--- src/sled_pkg.sv ---
// Shared types and constants of the sound level event detector.
package sled_pkg;

	localparam int unsigned LVL_W  = 25;
	localparam int unsigned SUM_W  = 24;
	localparam int unsigned TIME_W = 32;
	localparam int unsigned COOL_W = 16;
	localparam int unsigned EV_W   = 3;
	localparam int unsigned IDX_W  = 3;

	localparam logic [TIME_W-1:0] TRAIN_MS = 32'd1600;
	localparam logic [TIME_W-1:0] QUIET_MS = 32'd45000;
	localparam logic [COOL_W-1:0] COOL_DEF = 16'd1500;
	localparam logic [COOL_W-1:0] COOL_MIN = 16'd250;

	localparam logic [IDX_W-1:0] REG_ENABLE = 3'd0;
	localparam logic [IDX_W-1:0] REG_SPIKE  = 3'd1;
	localparam logic [IDX_W-1:0] REG_CLAP   = 3'd2;
	localparam logic [IDX_W-1:0] REG_QUIET  = 3'd3;
	localparam logic [IDX_W-1:0] REG_COOL   = 3'd4;

	localparam logic [EV_W-1:0] EV_NONE   = 3'd0;
	localparam logic [EV_W-1:0] EV_SPIKE  = 3'd1;
	localparam logic [EV_W-1:0] EV_CLAP   = 3'd2;
	localparam logic [EV_W-1:0] EV_QUIET  = 3'd3;
	localparam logic [EV_W-1:0] EV_LOUD   = 3'd4;
	localparam logic [EV_W-1:0] EV_REPEAT = 3'd5;

	typedef enum logic [2:0] {
		ST_ACC,
		ST_DIV,
		ST_AVG,
		ST_AMB,
		ST_DEC,
		ST_OUT
	} state_t;

	typedef struct packed {
		logic start_div;
		logic div_step;
		logic do_avg;
		logic do_amb;
		logic do_dec;
	} cmd_t;

	typedef struct packed {
		logic frame_end;
		logic div_done;
	} sts_t;

endpackage

--- src/sled_ctrl.sv ---
// Controller state machine sequencing accumulation, division and evaluation.
module sled_ctrl
	import sled_pkg::*;
(
	input  logic clk,
	input  logic arst_n,
	input  logic in_fire,
	input  logic out_free,
	input  sts_t sts,
	output cmd_t cmd,
	output logic in_ready,
	output logic res_load
);

	state_t state_q, state_d;

	always_ff @(posedge clk or negedge arst_n) begin
		if (!arst_n) begin
			state_q <= ST_ACC;
		end else begin
			state_q <= state_d;
		end
	end

	always_comb begin
		state_d = state_q;
		cmd = '0;
		in_ready = 1'b0;
		res_load = 1'b0;
		case (state_q)
			ST_ACC: begin
				in_ready = 1'b1;
				if (in_fire && sts.frame_end) begin
					cmd.start_div = 1'b1;
					state_d = ST_DIV;
				end
			end
			ST_DIV: begin
				cmd.div_step = 1'b1;
				if (sts.div_done) begin
					state_d = ST_AVG;
				end
			end
			ST_AVG: begin
				cmd.do_avg = 1'b1;
				state_d = ST_AMB;
			end
			ST_AMB: begin
				cmd.do_amb = 1'b1;
				state_d = ST_DEC;
			end
			ST_DEC: begin
				cmd.do_dec = 1'b1;
				state_d = ST_OUT;
			end
			ST_OUT: begin
				if (out_free) begin
					res_load = 1'b1;
					state_d = ST_ACC;
				end
			end
			default: state_d = ST_ACC;
		endcase
	end

endmodule

--- config.mk ---
export PLATFORM = sky130hd
export DESIGN_NAME = sled_ctrl
export DESIGN_NICKNAME = d
export VERILOG_FILES = /design/src/sled_pkg.sv /design/src/sled_ctrl.sv
export SDC_FILE = /design/constraint.sdc
export NUM_CORES = 1
export LEC_CHECK = 0
export BUFFER_PORTS_ARGS = -buffer_cell sky130_fd_sc_hd__clkbuf_2
export CAP_MARGIN = 20
export CORE_AREA = 4 4 41 43
export DETAILED_ROUTE_END_ITERATION = 6
export DIE_AREA = 0 0 45 47
export PLACE_DENSITY = 0.48
export RECOVER_POWER = 50
export REMOVE_ABC_BUFFERS = 1
export SLEW_MARGIN = 5
export SYNTH_ARGS = -nofsm -noshare
export SYNTH_HDL_FRONTEND = slang
export SYNTH_SLANG_ARGS = --single-unit
--- constraint.sdc ---
create_clock -name clk -period 1.05 [get_ports clk]
set_input_delay 0.105 -clock clk [delete_from_list [all_inputs] [get_ports clk]]
set_output_delay 0.105 -clock clk [all_outputs]
set_load 0.05 [all_outputs]
; Yosys cells after proc, flatten, opt, wreduce, memory -nomap -nowiden
; Index checks and enable logic that the tools add are counted.
[word_totals]
reg_bits = 3
word_cells = 25
[classes]
n_reduce_logical = 3
eq_ne = 8
muxes = 13
[ops]
columns = op, count
row1 = case mux 3 bit (6 select lines), 1
row2 = two-way mux 1 bit, 9
row3 = two-way mux 3 bit, 3
row4 = equality test 3 x 2 -> 1 bit (second input constant), 2
row5 = equality test 3 bit (second input constant), 2
row6 = != test 2 bit (second input constant), 3
row7 = equality test 3 x 1 -> 1 bit (second input constant), 1
row8 = zero test 3 bit, 1
row9 = AND reduction 3 bit, 1
row10 = logical AND 1 bit, 1

; Depth between registers and ports, before layout
; Gate-level depths: netlist of run 1.
[logic_depth]
depth_word = 3
mapped_depth = 3
mapped_depth_nobuf = 2

; Worst setup path after synthesis of run 1
; No wires, ideal clock.
[synth_path]
kind = reg-to-output
start = register state_q[0]
end = output port cmd[2] in the netlist's numbering
setup_slack_ns = -0.761
arrival_ns = 1.706
required_ns = 0.945
stages_incl_launch_ff = 3
path_cell_list = dfrtp_1 buf_6 nor3b_1
[synth_lines]
columns = element, line_no
row1 = start: declaration, sled_ctrl.sv:15  ; state_t state_q, state_d;
row2 = start signal: assignment, sled_ctrl.sv:21  ; state_q <= state_d;
row3 = end: declaration, sled_ctrl.sv:10  ; output cmd_t cmd,

==> reports/qor.txt, run 1 <==
First-pass GRT wire length: 1276 um
H-tree Lvls: 1
Reg power frac: 0.144
Mapped Avg Cell Area: 11.04 sq um
#FFs+latches synth: 3
Clock sinks: 3
Max-cap viol count: 0
Initial DRC Count: 4
Slew Viols, Final: 0
Cell Area, Placed: 386.6 sq um
Gr ovfl total: 0
TritonRoute pass-1 iters: 3
Leak: 0.2490 nW
CTS buffer count: 3
Global Route Usage Sum: 0.08789
Required @ worst endpoint: 940 ps
Endpoint type of the worst setup path: output pin
Non-Filler Instances: 63
Via Count: 276
CTS tree: built
Starting Density: 0.1952
DRT Wirelength: 794 um
Peak Freq: 741.9 MHz
Unrepaired setup endpoints after global routing: yes
Area of the multi-input gates: 176.4 sq um
Placed insts: 55
Worst Path Arrival: 1240 ps
Dpl hpwl: 482.6 um
Nets: 55
Setup_tns: -1973 ps
Die area: 0.002115 sq mm
Peak VDD IR: 0.001893 V
Synthesized instance count: 23
Internal power: 1.082 mW
Initial antenna violation count: 0
Design area: 548.0 sq um
Largest regs: state_q: 3 flops
Outcome: finished, violations left
Total power: 1.893 mW
Die Height: 47 um
Synth warn: 0
Layout cells sized above 1: 0.7917
Rel. slew slack: 0.8589
Clk pin slew, worst setup/hold paths: 40 ps
Clock power frac: 0.109
Count of port buffers added during placement: 12
GP Congestion: 0.6732
Row Count: 13
CTS root buffer: clkbuf_4
Yosys cell types: 16
Chip width: 45 um
Clock Skews: 3.121 ps
Max reg flops: 3
Violated checks: setup timing
CP startpoint kind: register
Fin crit period: 1348 ps
ANT nets after route: 0
Tcrit/Tclk final: 1.284
Crit-path max FO: 2
Measured slew at the worst slew-check pin: 211.7 ps
Final Setup Violations: 10
Synthesized area: 254.0 sq um
Largest net degree at the start of global routing: 10
Vias in the first global route: 301
Vias per cell: 4.381
Power Density: 3455 mW/mm^2
# DRC: 0
Ant diodes: 0
Drt wl/cell: 12.60 um
Register Area: 78.83 sq um
Switching part of the total: 0.4284
Clock tree buffer depth: 2
CORE AREA: 0.001301 sq mm
# IOs: 13
Comb pwr share: 0.747
Min setup slack post-route: -297.9 ps
Kind of critical path: reg2out
Fillers: 132
Largest Register: state_q
Sw power: 0.8111 mW
Register area share after synthesis: 0.2956
Fin. Hold Viols: 0
Synth-to-Final Area Change: 115.8%
WHS: 126.6 ps
Hold Path Class: in2reg
Clock latency on the worst-skew pair: 240 ps
-- worst max-delay path: stages (launching register included) --
cell     delay (ps)
dfrtp_2         430
nor3_4          220
and3_4          210
buf_8           140
-- cells in the final DEF (no fill, tap or decap), types with 3 or more instances in the layout --
cell      instances
clkbuf_4          3
clkbuf_2          4
buf_8             3
dfrtp_2           3
buf_6             5
nor3b_2           3
buf_4             6
-- timing repair --
item	4_1_cts	5_1_grt
endpoints found under the hold margin	3	0
cloned	0	0
gates resized for setup	19	12
pin swaps	3	4
buffers inserted	3	1
setup endpoints to repair	9	10
hold buffers	1	0
-- synthesized netlist by cell type (all sizes together) --
| cell | number | area [sq um] |
|---|---|---|
| nand3b | 1 | 7.510 |
| buf | 3 | 33.78 |
| and4b | 1 | 10.01 |
| and3 | 1 | 6.260 |
| a21bo | 1 | 10.01 |
| nor3 | 1 | 16.27 |
| o22ai | 1 | 12.51 |
| nor2 | 1 | 3.750 |
| dfrtp | 3 | 75.07 |
| a221oi | 1 | 15.01 |
| mux2 | 1 | 15.01 |
| o21a | 1 | 7.510 |
| a21oi | 1 | 5.000 |
| nand2 | 2 | 7.510 |
| nand2b | 1 | 6.260 |
| nor3b | 3 | 22.52 |
-- layout make-up --
class                           instances  share of cell area
Sequential cell                         3              0.1438
Clock buffer                            4             0.04795
Tap cell                               15             0.03425
Multi-Input combinational cell         17              0.3219
Timing Repair Buffer                   24              0.4521
-- stage by stage --
step,setup WS [ps],util
after global placement,-148.3,0.2971
after detailed placement,-142.1,0.2971
after CTS,-314.0,0.3990
after floorplan,-778.7,-
final,-297.9,0.4212
after global routing,-357.0,0.4212
-- path summary, 6_finish.rpt --
check,from,slack (ps),cells past startpoint,end
max,state_q[0],-300,3,cmd[4]
min,sts[1],130,3,state_q[0]
max reg2reg,state_q[0],-90,5,state_q[2]
min reg2reg,state_q[2],700,2,state_q[1]
max in group asynchronous,arst_n,670,2,state_q[1]
min in group asynchronous,arst_n,210,2,state_q[0]
-- cell families after synthesis --
family / synth area share
buffers and inverters: 0.1330
AND/OR/NAND/NOR: 0.3153
flip-flops: 0.2956
AO/OA/AOI/OAI: 0.1970
multiplexers: 0.05910
-- layer usage --
metal / routed length, um / up-vias / track usage
li1: - / 133 / -
met4: 0 / 0 / 0.03509
met1: 349 / 128 / 0.1007
met3: 82 / 0 / 0.05747
met5: 0 / - / 0
met2: 361 / 15 / 0.1299
-- power by group through the flow --
| stage | registers [mW] | clock network [mW] | logic, mW |
|---|---|---|---|
| finish | 0.273 | 0.206 | 1.41 |
| global route | 0.286 | 0.227 | 1.49 |
| CTS | 0.269 | 0.216 | 1.32 |
| detailed placement | 0.257 | 0 | 1.05 |
| global placement | 0.257 | 0 | 1.05 |
| floorplan | 0.287 | 0 | 0.546 |
No activity file was read; power rests on OpenSTA's default activity.
==> inputs of run 2 (changes only) <==
REMOVE_ABC_BUFFERS = unset   (was 1)
==> run 2 against run 1 <==
The run still ends with setup timing left. Power is 1.1% higher. Fmax decreased by 1.1%. Final cell count is 3.2% lower. First-iteration DRC count unchanged. Sequential power is 12% lower. Wire length is 11% lower. Critical path depth stayed put. Critical path type unchanged. Hold slack improved by 11 ps. Die area is the same. Global-route usage fell by 0.25 points. Clock power hardly changed. Sequential share of layout area decreased by 0.93 points.
==> reports/qor.txt, run 2 (same netlist as run 1, synthesis figures left out) <==
Critical path cell sequence: buf_12 -> and4b_1 -> buf_12
CTS tree: built
Starting Density: 0.1952
Largest Register: state_q
# DRC: 0
Fillers: 133
Rel. slew slack: 0.8426
Worst reg2reg setup slack: -130 ps
Required @ worst endpoint: 940 ps
Violated checks: setup timing
Critical Path End: res_load
First-pass GRT wire length: 1186 um
Largest regs: state_q: 3 flops
Clk pin slew, worst setup/hold paths: 40 ps
Crit-path max FO: 7
Ant diodes: 0
Measured slew at the worst slew-check pin: 235.1 ps
Fin. Hold Viols: 0
Gr ovfl total: 0
Min setup slack post-route: -312.8 ps
Nets: 53
Fin crit period: 1363 ps
Endpoint type of the worst setup path: output pin
ANT nets after route: 0
Critical R2R Launch: state_q[2]
Peak VDD IR: 0.001400 V
TritonRoute pass-1 iters: 3
Peak Freq: 733.8 MHz
CP startpoint kind: register
Critical path origin: state_q[1]
Dpl hpwl: 511.6 um
Kind of critical path: reg2out
Switching part of the total: 0.4293
R2R depth: 3
Outcome: finished, violations left
R2r endpoint: state_q[0]
Chip width: 45 um
CTS root buffer: clkbuf_4
Commonest non-fill, non-tap cell in the layout: buf_12
Worst path most repeated cell: buf_12
Max reg flops: 3
Worst path depth: 3
WP buf/inv: 2
H-tree Lvls: 1
Unrepaired setup endpoints after global routing: yes
Total power: 1.914 mW
Non-Filler Instances: 61
Most frequent cells in the layout: 7 x buf_12, 5 x buf_4, 4 x clkbuf_2, 3 x clkbuf_4, 3 x buf_6
Row Count: 13
Drt wl/cell: 11.52 um
Tcrit/Tclk final: 1.298
Leak: 0.2458 nW
Slew Viols, Final: 0
Internal power: 1.092 mW
Hold Path Class: in2reg
Register Area: 77.57 sq um
Power Density: 3318 mW/mm^2
Area of the multi-input gates: 183.9 sq um
CORE AREA: 0.001301 sq mm
Worst Path Arrival: 1260 ps
Clock Skews: 1.378 ps
WHS: 137.1 ps
Largest net degree at the start of global routing: 11
CTS buffer count: 3
DRT Wirelength: 703 um
Die Height: 47 um
Reg power frac: 0.126
Synth-to-Final Area Change: 127.1%
Clock tree buffer depth: 2
Post-Syn Nets: 29
Vias per cell: 4.262
Crit-path slowest cell: dfrtp_2
Global Route Usage Sum: 0.08538
Clock sinks: 3
Placed insts: 54
Comb pwr share: 0.767
Final Setup Violations: 9
Vias in the first global route: 267
CP max stage delay: 430 ps
Layout cells sized above 1: 0.7609
Setup_tns: -1990 ps
# IOs: 13
Crit path max-delay family: flip-flops
Max-cap viol count: 0
Initial antenna violation count: 0
GP Congestion: 0.7463
Die area: 0.002115 sq mm
Initial DRC Count: 4
Via Count: 260
Clock power frac: 0.107
Sw power: 0.8216 mW
Count of port buffers added during placement: 12
Clock latency on the worst-skew pair: 240 ps
==> run 2: through the flow <==
step / utilization / instance area, sq um / worst slack (ps)
finish: 0.4433 / 576.8 / -312.8
global route: 0.4433 / 576.8 / -357.3
CTS: 0.4077 / 530.5 / -339.6
detailed placement: 0.3644 / 474.2 / -128.5
global placement: 0.3644 / 474.2 / -94.78
floorplan: - / 274.0 / -483.6
==> run 2: worst min-delay path by stage <==
stage / startpoint / to / slack [ps] / cells after the start
4_1_cts: sts[1] / state_q[0] / 130 / 3
3_5_place_dp: arst_n / state_q[1] / -100 / 1
2_1_floorplan: arst_n / state_q[0] / -190 / 0
6_report: sts[0] / state_q[1] / 140 / 3
5_1_grt: sts[1] / state_q[0] / 140 / 3
3_3_place_gp: arst_n / state_q[1] / -100 / 1
==> run 2: power by group through the flow <==
stage	sequential (mW)	clock, mW	combinational [mW]
after floorplan	0.204	0	0.773
after global routing	0.249	0.237	1.54
after global placement	0.225	0	1.29
after detailed placement	0.229	0	1.30
after CTS	0.228	0.216	1.33
final	0.241	0.205	1.47
==> run 2: area by class of cell <==
| class | count | share of cell area |
|---|---|---|
| clock buffers | 4 | 0.04555 |
| multi-input cells | 17 | 0.3189 |
| flip-flops and latches | 3 | 0.1345 |
| well taps | 15 | 0.03254 |
| repair buffers | 22 | 0.4685 |
==> run 2: tightest hold or removal path, stage by stage <==
cell	delay (ps)
clkbuf_2	90
nand3b_1	90
a21oi_2	50
==> run 2: per-layer routing <==
layer  GRT usage  routed length [um]
met1     0.08428                 285
met2      0.1215                 330
met3     0.03831                  45
met4      0.1053                  41
met5           0                   0
==> run 2: what timing repair did <==
| action | in CTS | in global routing |
|---|---|---|
| buffers inserted | 0 | 2 |
| hold endpoints to repair | 3 | 0 |
| gates resized for setup | 3 | 9 |
| hold buffers | 1 | 0 |
| pin swaps | 1 | 1 |
| setup endpoints to repair | 9 | 10 |
==> inputs of run 3 (changes only) <==
clock period = 1.7 ns   (was 1.05 ns; I/O delays follow)
==> run 3 against run 2 <==
The flow now finishes without violations. Sequential cell count unchanged. Utilization decreased by 17 points. Die area unchanged. First-iteration DRC count decreased by 50%. Critical path type unchanged.
==> reports/qor.txt, run 3 (same netlist as run 1, synthesis figures left out) <==
Row Count: 13
Commonest non-fill, non-tap cell in the layout: clkbuf_2
TritonRoute pass-1 iters: 3
Hold Path Class: in2reg
CP max stage delay: 480 ps
# IOs: 13
Initial antenna violation count: 0
CTS buffer count: 3
Required @ worst endpoint: 1530 ps
Crit path max-delay family: flip-flops
Uppermost layer routed: met4
Fillers: 152
Fin crit period: 1560 ps
Placed insts: 47
Count of port buffers added during placement: 12
WP buf/inv: 1
Drt wl/cell: 10.40 um
Worst reg2reg setup slack: 530 ps
CTS tree: built
Setup Buffers After CTS: 0
Final Setup Violations: 0
Met1 WL: 230 um
DRT Wirelength: 541 um
Register Area: 78.83 sq um
Non-Filler Instances: 52
Worst Path Arrival: 1390 ps
Rel. slew slack: 0.8152
Design area: 350.3 sq um
Leak: 0.1592 nW
Vias in the first global route: 248
Slew Viols, Final: 0
Global Route Usage Sum: 0.07522
ANT nets after route: 0
Gr ovfl total: 0
Power Density: 2129 mW/mm^2
CTS root buffer: clkbuf_4
Unrepaired setup endpoints after global routing: no
Ant diodes: 0
Clock Skews: 0.1774 ps
Peak VDD IR: 0.0005822 V
Setup_tns: 0 ps
Layout cells sized above 1: 0.6486
Initial DRC Count: 2
Vias per cell: 4.212
Most frequent cells in the layout: 10 x clkbuf_2, 3 x nor3b_2, 3 x clkbuf_4, 3 x dfrtp_2
Core Util, Final: 0.2692
Largest net degree at the start of global routing: 12
Crit-path slowest cell: dfrtp_2
Cell Area, Placed: 315.3 sq um
Post-Syn Nets: 29
Largest regs: state_q: 3 flops
Tcrit/Tclk final: 0.9175
GP Congestion: 0.6760
First-pass GRT wire length: 1021 um
DR WL met3: 54 um
Crit-path max FO: 10
Peak Freq: 641.1 MHz
Max-cap viol count: 0
CORE AREA: 0.001301 sq mm
H-tree Lvls: 1
Chip width: 45 um
Kind of critical path: reg2out
Outcome: finished clean
Measured slew at the worst slew-check pin: 278.4 ps
Clk pin slew, worst setup/hold paths: 40 ps
Area of the multi-input gates: 157.7 sq um
Fin. Hold Viols: 0
Synth-to-Final Area Change: 37.93%
CP startpoint kind: register
Critical path cell sequence: nor3_4 -> and3_2 -> buf_2
Clock sinks: 3
Nets: 44
Endpoint type of the worst setup path: output pin
Starting Density: 0.1952
Die Height: 47 um
Die area: 0.002115 sq mm
Max reg flops: 3
Met2 Wirelength: 226 um
Largest Register: state_q
Via Count: 219
Clock latency on the worst-skew pair: 230 ps
Clock tree buffer depth: 2
# DRC: 0
[run 3: layer usage]
layer,vias to the layer above,GRT usage
met5,-,0
met4,0,0.08772
met3,4,0.04598
met2,9,0.09605
met1,95,0.07780
li1,111,-
[run 3: path summary, 6_finish.rpt]
path / from / cells past startpoint / endpoint
max in group asynchronous: arst_n / 2 / state_q[1]
max: state_q[1] / 3 / cmd[4]
min reg2reg: state_q[1] / 1 / state_q[2]
max reg2reg: state_q[2] / 2 / state_q[0]
min: sts[1] / 3 / state_q[0]
min in group asynchronous: arst_n / 2 / state_q[2]
[run 3: per-stage QoR]
step / total power [mW] / worst slack, ps / hold WS [ps]
2_1_floorplan: 0.5999 / 82.04 / -125.6
3_3_place_gp: 0.6246 / 316.1 / -30.31
3_5_place_dp: 0.6244 / 304.1 / -29.16
4_1_cts: 0.7586 / 47.39 / 184.0
5_1_grt: 0.8049 / 34.11 / 205.4
6_report: 0.7460 / 140.3 / 183.4
[run 3: repair_timing]
item	CTS	global route
endpoints found under the setup margin	0	1
hold buffers	1	0
hold endpoints to repair	3	0
resized for setup	0	4
[run 3: report_power, final]
part | total, mW | switching, mW | internal [mW]
Combinational | 0.409 | 0.265 | 0.144
Sequential | 0.210 | 0.103 | 0.107
Clock | 0.127 | 0.0389 | 0.0881
[run 3: worst min-delay path, cell delays in order]
cell	delay [ps]
clkbuf_2	80
nand2_1	70
a221oi_2	60
[run 3: area by class of cell]
class	instances	area share
multi-input cells	17	0.4500
clock buffers	4	0.07500
repair buffers	13	0.1964
well taps	15	0.05357
flip-flops and latches	3	0.2250
